$ cat src/hdl/assert_macros.svh
// assertion macros used by drt_ctrl
// no dependencies
`ifndef ASSERT_MACROS_SVH
`define ASSERT_MACROS_SVH

// property a implies b at the same edge
`define ASSERT_IMP(label, clk, rst_n, a, b) \
    label: assert property (@(posedge clk) disable iff (!rst_n) (a) |-> (b)) \
        else $error("assertion failed");

// property a implies b at the next edge
`define ASSERT_NXT(label, clk, rst_n, a, b) \
    label: assert property (@(posedge clk) disable iff (!rst_n) (a) |=> (b)) \
        else $error("assertion failed");

`endif

$ cat src/hdl/drt_pkg.sv
// shared types and constants for the dated rate table
// no dependencies
`default_nettype none
package drt_pkg;
    localparam int Entries = 1024;
    localparam int AW = $clog2(Entries);
    localparam int CW = AW + 1;
    localparam int KeyW = 23;
    localparam int RateW = 40;
    localparam logic [15:0] LimitReset = 16'd1000;
    localparam logic [13:0] MaxYear = 14'd9999;

    localparam logic [2:0] ST_OK = 3'd0;
    localparam logic [2:0] ST_BAD_DATE = 3'd1;
    localparam logic [2:0] ST_TOO_LARGE = 3'd2;
    localparam logic [2:0] ST_NEG_AMOUNT = 3'd3;
    localparam logic [2:0] ST_NO_RATE = 3'd4;
    localparam logic [2:0] ST_NEG_RATE = 3'd5;
    localparam logic [2:0] ST_FULL = 3'd6;

    localparam logic OP_LOAD = 1'b0;

    // controller to datapath
    typedef struct packed {
        logic latch;     // capture input word
        logic srch_init; // start binary search
        logic srch_step; // one probe read result
        logic rd_issue;  // issue read at mid, kept in r_mid
        logic sh_rd;     // read entry for shift
        logic sh_wr;     // write shifted entry
        logic ins_wr;    // write new entry at pos
        logic ovw_wr;    // overwrite rate at pos-1
        logic rd_rate;   // read rate at pos-1
        logic mul_lo;    // multiply partials
        logic mul_sum;   // form product
        logic res_load;  // load result register
        logic [2:0] res_status;
    } t_cmd;

    // datapath to controller
    typedef struct packed {
        logic op;
        logic date_ok;
        logic neg_rate;
        logic too_large;
        logic neg_amt;
        logic srch_done;
        logic key_match;  // key at pos-1 equals key
        logic pos_zero;
        logic full;
        logic sh_done;
    } t_sts;
endpackage
`default_nettype wire

$ cat src/hdl/drt_ctrl.sv
// controller: sequences check, search, shift or multiply per word
// depends on drt_pkg, assert_macros.svh
`default_nettype none
`include "assert_macros.svh"
module drt_ctrl
    import drt_pkg::*;
(
    input  wire logic i_clk,
    input  wire logic i_rst_n,
    input  wire logic i_valid,
    output logic      o_ready,
    output logic      o_valid,
    input  wire logic i_ready,
    input  wire t_sts i_sts,
    output t_cmd      o_cmd
);
    typedef enum logic [10:0] {
        S_IDLE  = 11'b00000000001,
        S_CHECK = 11'b00000000010,
        S_PROBE = 11'b00000000100,
        S_WAIT  = 11'b00000001000,
        S_STEP  = 11'b00000010000,
        S_DEC   = 11'b00000100000,
        S_SHRD  = 11'b00001000000,
        S_SHWR  = 11'b00010000000,
        S_RATE  = 11'b00100000000,
        S_MUL   = 11'b01000000000,
        S_SUM   = 11'b10000000000
    } t_state;

    t_state r_state, n_state;
    logic   r_ovalid, n_ovalid;
    logic   fire;

    assign o_ready = (r_state == S_IDLE) && (!r_ovalid || i_ready);
    assign o_valid = r_ovalid;
    assign fire = i_valid && o_ready;

    always_comb begin
        n_state = r_state;
        n_ovalid = r_ovalid && !i_ready;
        o_cmd = '0;
        case (r_state)
            S_IDLE: begin
                if (fire) begin
                    o_cmd.latch = 1'b1;
                    n_state = S_CHECK;
                end
            end
            S_CHECK: begin
                o_cmd.srch_init = 1'b1;
                o_cmd.res_load = 1'b1;
                n_state = S_IDLE;
                n_ovalid = 1'b1;
                if (!i_sts.date_ok) begin
                    o_cmd.res_status = ST_BAD_DATE;
                end else if (i_sts.op == OP_LOAD && i_sts.neg_rate) begin
                    o_cmd.res_status = ST_NEG_RATE;
                end else if (i_sts.op != OP_LOAD && i_sts.too_large) begin
                    o_cmd.res_status = ST_TOO_LARGE;
                end else if (i_sts.op != OP_LOAD && i_sts.neg_amt) begin
                    o_cmd.res_status = ST_NEG_AMOUNT;
                end else begin
                    o_cmd.res_load = 1'b0;
                    n_ovalid = 1'b0;
                    n_state = S_PROBE;
                end
            end
            S_PROBE: begin
                if (i_sts.srch_done) begin
                    n_state = S_DEC;
                end else begin
                    o_cmd.rd_issue = 1'b1;
                    n_state = S_WAIT;
                end
            end
            S_WAIT: n_state = S_STEP;
            S_STEP: begin
                o_cmd.srch_step = 1'b1;
                n_state = S_PROBE;
            end
            S_DEC: begin
                n_state = S_IDLE;
                if (i_sts.op == OP_LOAD) begin
                    if (!i_sts.pos_zero && i_sts.key_match) begin
                        o_cmd.ovw_wr = 1'b1;
                        o_cmd.res_load = 1'b1;
                        o_cmd.res_status = ST_OK;
                        n_ovalid = 1'b1;
                    end else if (i_sts.full) begin
                        o_cmd.res_load = 1'b1;
                        o_cmd.res_status = ST_FULL;
                        n_ovalid = 1'b1;
                    end else if (i_sts.sh_done) begin
                        o_cmd.ins_wr = 1'b1;
                        o_cmd.res_load = 1'b1;
                        o_cmd.res_status = ST_OK;
                        n_ovalid = 1'b1;
                    end else begin
                        n_state = S_SHRD;
                    end
                end else if (i_sts.pos_zero) begin
                    o_cmd.res_load = 1'b1;
                    o_cmd.res_status = ST_NO_RATE;
                    n_ovalid = 1'b1;
                end else begin
                    o_cmd.rd_rate = 1'b1;
                    n_state = S_RATE;
                end
            end
            S_SHRD: begin
                o_cmd.sh_rd = 1'b1;
                n_state = S_SHWR;
            end
            S_SHWR: begin
                o_cmd.sh_wr = 1'b1;
                n_state = S_DEC;
            end
            S_RATE: n_state = S_MUL;
            S_MUL: begin
                o_cmd.mul_lo = 1'b1;
                n_state = S_SUM;
            end
            S_SUM: begin
                o_cmd.mul_sum = 1'b1;
                o_cmd.res_load = 1'b1;
                o_cmd.res_status = ST_OK;
                n_ovalid = 1'b1;
                n_state = S_IDLE;
            end
            default: n_state = S_IDLE;
        endcase
    end

    always_ff @(posedge i_clk) begin
        if (!i_rst_n) begin
            r_state <= S_IDLE;
            r_ovalid <= 1'b0;
        end else begin
            r_state <= n_state;
            r_ovalid <= n_ovalid;
        end
    end

    `ASSERT_IMP(a_ready_idle, i_clk, i_rst_n, o_ready, r_state == S_IDLE)
    `ASSERT_NXT(a_fire_check, i_clk, i_rst_n, fire, r_state == S_CHECK)
    `ASSERT_IMP(a_one_write, i_clk, i_rst_n, 1'b1,
        $onehot0({o_cmd.sh_wr, o_cmd.ins_wr, o_cmd.ovw_wr}))
    `ASSERT_NXT(a_result_valid, i_clk, i_rst_n, o_cmd.res_load, o_valid)
endmodule
`default_nettype wire

$ cat config.mk
export PLATFORM = sky130hd
export DESIGN_NAME = drt_ctrl
export DESIGN_NICKNAME = d
export VERILOG_FILES = /design/src/hdl/drt_pkg.sv /design/src/hdl/drt_ctrl.sv
export VERILOG_INCLUDE_DIRS = /design/src /design/src/hdl
export SDC_FILE = /design/constraint.sdc
export NUM_CORES = 1
export LEC_CHECK = 0
export BUFFER_PORTS_ARGS = -buffer_cell sky130_fd_sc_hd__buf_2
export CAP_MARGIN = 20
export CORE_MARGIN = 2
export CORE_UTILIZATION = 40
export CTS_CLUSTER_SIZE = 30
export DETAILED_ROUTE_END_ITERATION = 6
export PLACE_DENSITY = 0.79
export RECOVER_POWER = 25
export SYNTH_ARGS = -nofsm -noshare
export SYNTH_HDL_FRONTEND = slang
export SYNTH_SLANG_ARGS = --single-unit
$ cat constraint.sdc
create_clock -name i_clk -period 2.13 [get_ports i_clk]
set_input_delay 0.1065 -clock i_clk [delete_from_list [all_inputs] [get_ports i_clk]]
set_output_delay 0.1065 -clock i_clk [all_outputs]
set_load 0.1 [all_outputs]
==> impl_metrics.tcl <==
set metrics [dict create \
    status "complete, but fails checks" \
    failed_checks "negative setup slack" \
    seq_area_sq_um 246 \
    synth_common_cells "12 x dfxtp_1, 11 x nor2_1, 8 x nor3_1" \
    die_x_microns 48.4 \
    grt_max_degree 10 \
    worstReg2RegStart "r_state[5]$_SDFFE_PN0P_" \
    multi_input_area_sq_um 718 \
    grt_pass1_vias 1021 \
    crit_start "r_state[5]$_SDFFE_PN0P_" \
    maxCapViolations 0 \
    slowest_delay_ns 0.52 \
    hold_viol_final 0 \
    worstSkewPairLatency_ns 0.28 \
    synth_ff_type "dfxtp_1" \
    regToRegSetupSlack_ns 0.04 \
    max_freq_mhz 437 \
    cts.sink_count 12 \
    whs_path_depth 2 \
    clkTransAtPathRegs_ns 0.08 \
    use_met2_pct 46.1 \
    cp.required_ns 2.02 \
    port_buffers 30 \
    leakage_nw 0.582 \
    crit_family "simple AND/OR/NAND/NOR gates" \
    synth_top_area_cell "dfxtp_1" \
    wire_per_inst_microns 17.0 \
    setup_viol 10 \
    busiest_layer "met2" \
    cts_made_buffers 3 \
    worstSetupPathType "reg2out" \
    hold-worst-slack_ns 0.0330 \
    gr-usage-met1_pct 27.1 \
    grt_pass1_wl_microns 4530 \
    finalClockSkew_ns 0.00298 \
    internal_power_uw 422 \
    die-area_sq_um 2340 \
    fin_nets 162 \
    synth_area_leaders "dfxtp_1 30%, nor2_1 5.2%, nor3_1 5.1%, o21a_1 4.8%, nand2b_1 4.0%" \
    viasPerCell 5.90 \
    power_density_nw_per_um2 441 \
    yosysWarnings 0 \
    cts.path.max_buffers 2 \
    pwr-share-seq_pct 35.5 \
    yosysMostFrequentCell "dfxtp_1" \
    grt_antenna_before_repair 0 \
    fin_crit_sh_pct 108 \
    synth.avg_cell_area_sq_um 7.80 \
    synth_top_area_share_pct 30.5 \
    r2r_end "r_state[7]$_SDFFE_PN0P_" \
    worstSetupStartpointType "register" \
    place_congestion 0.848 \
    wl_microns 2950 \
    slew-limit-headroom_pct 22.9 \
    drive_above_1_share_pct 53.7 \
    worst_pin_slew_ns 1.16 \
    critPathBufInv 1 \
    drt-pass1-iter-count 4 \
    rsz0062_at_grt "yes" \
    synth.yosys.seq_area_share_pct 30.5 \
    vias 1026 \
    initial_core_util_pct 41.4 \
    worst_setup_path_end_kind "output port" \
    postCtsHoldBufs 0 \
    ir_worst_vdd_uv 399 \
    rows 16 \
    ant_nets 0 \
    netSwitchingPower_uw 239 \
    synthesis.area_sq_um 788 \
    io_pins 31 \
    timing.final.ws_setup_ns -0.161 \
    cpMaxStageDelayCell "or4_4" \
    h-tree-depth 1 \
    p_comb_share_pct 36.4 \
    reg2reg_depth 7 \
    syn-num-nets 115 \
    syn2layout_area_growth_pct 90.3 \
    ys_ff_latch 12 \
    synth-async-reset-ratio_pct 0 \
    hold_path.class "in2reg" \
    drcViolationCount 0 \
    crit_chain "or4_4, or3_4, nor2_4, nand2_4, o22ai_4, buf_12" \
    die_h_microns 48.4 \
    synth_edf_count 0 \
    synthCells 101 \
    core_region_area_sq_um 1900 \
    cts_tree "built" \
    clock-root-buffer "clkbuf_4" \
    dp_hpwl_microns 1960 \
    slew_viol_final 0 \
    arrival_ns 2.18 \
    min_to "r_state[6]$_SDFFE_PN0P_" \
    path_depth 6 \
    track_usage_pct 25.3 \
    drt_iter0_markers 46 \
    crit_fanout 3 \
    diodes 0 \
    fin_setup_tns_ns -0.888 \
    fillers 122 \
    final.min_clock_period_ns 2.29 \
    switching_share_pct 36.1 \
    power_frac_clock_pct 28.0 \
    ys_types 34 \
    gr-total-overflow 0 \
    worstHoldStart "i_sts[0]" \
    met3_usage_pct 4.94 \
]
==> cell usage in the layout, fill, tap and decap left out, types with 3 or more instances in the layout <==
cell type / Yosys / routed
and2_1: 3 / 3
buf_12: 0 / 12
nand2b_1: 5 / 5
nor3_1: 8 / 6
dfxtp_1: 12 / 9
inv_1: 5 / 4
o21ai_0: 4 / 3
a21oi_1: 4 / 3
buf_6: 0 / 4
nor4_4: 1 / 3
clkbuf_4: 0 / 5
o21a_1: 5 / 4
nor2_1: 11 / 8
nand2_1: 7 / 5
buf_2: 0 / 15
buf_4: 0 / 9
nand3_1: 4 / 3
==> kinds of logic after synthesis <==
| group | share of synthesized area, % |
|---|---|
| AND/OR/NAND/NOR | 47.9 |
| AO/OA/AOI/OAI | 17.6 |
| flip-flops | 30.5 |
| buffers and inverters | 2.86 |
| XOR/XNOR | 1.11 |
==> how the worst max path moves through the flow <==
stage                           to  slack, ns
after floorplan           o_cmd[1]      -0.58
after global placement    o_cmd[1]       0.15
after CTS                 o_cmd[1]      -0.13
after global routing       o_ready      -0.22
after detailed placement  o_cmd[1]       0.11
final                     o_cmd[1]      -0.16
==> layout make-up <==
| class | count | share of cell area (%) |
|---|---|---|
| Clock buffer | 4 | 2.42 |
| Inverter | 5 | 1.25 |
| Multi-Input combinational cell | 83 | 47.9 |
| Sequential cell | 12 | 16.4 |
| Tap cell | 27 | 2.25 |
| Timing Repair Buffer | 43 | 29.8 |
==> repair_timing <==
action / CTS / global route
hold endpoints to repair: 0 / 0
buffers inserted: 7 / 1
gates resized for setup: 10 / 10
pin swaps: 6 / 3
endpoints found under the setup margin: 8 / 20
cloned: 0 / 0
==> metrics by stage <==
stage / instances / util (%) / instance area, sq um / worst slack [ns] / total power, mW
floorplan: 101 / - / 933 / -0.581 / 0.373
global placement: 162 / 69.2 / 1320 / 0.152 / 0.439
detailed placement: 162 / 69.2 / 1320 / 0.112 / 0.444
CTS: 173 / 76.7 / 1460 / -0.132 / 0.648
global route: 174 / 78.9 / 1500 / -0.221 / 0.686
finish: 174 / 78.9 / 1500 / -0.161 / 0.661
==> metal layers <==
metal  routed length, microns  up-vias
met3                      226       13
met1                     1110      481
met4                       82        0
met2                     1540       64
li1                         -      468
met5                        0        -
==> sequential cells by signal, indices dropped and copies added (netlist names) <==
signal	count
o_valid	1
r_state	11
==> power by group through the flow <==
stage          Combinational [mW]  Sequential (mW)  Clock [mW]
2_1_floorplan               0.132            0.241           0
3_3_place_gp                0.200            0.239           0
3_5_place_dp                0.205            0.240           0
4_1_cts                     0.226            0.234       0.188
5_1_grt                     0.249            0.235       0.201
6_report                    0.241            0.235       0.185
(Power assumes the default switching activity.)
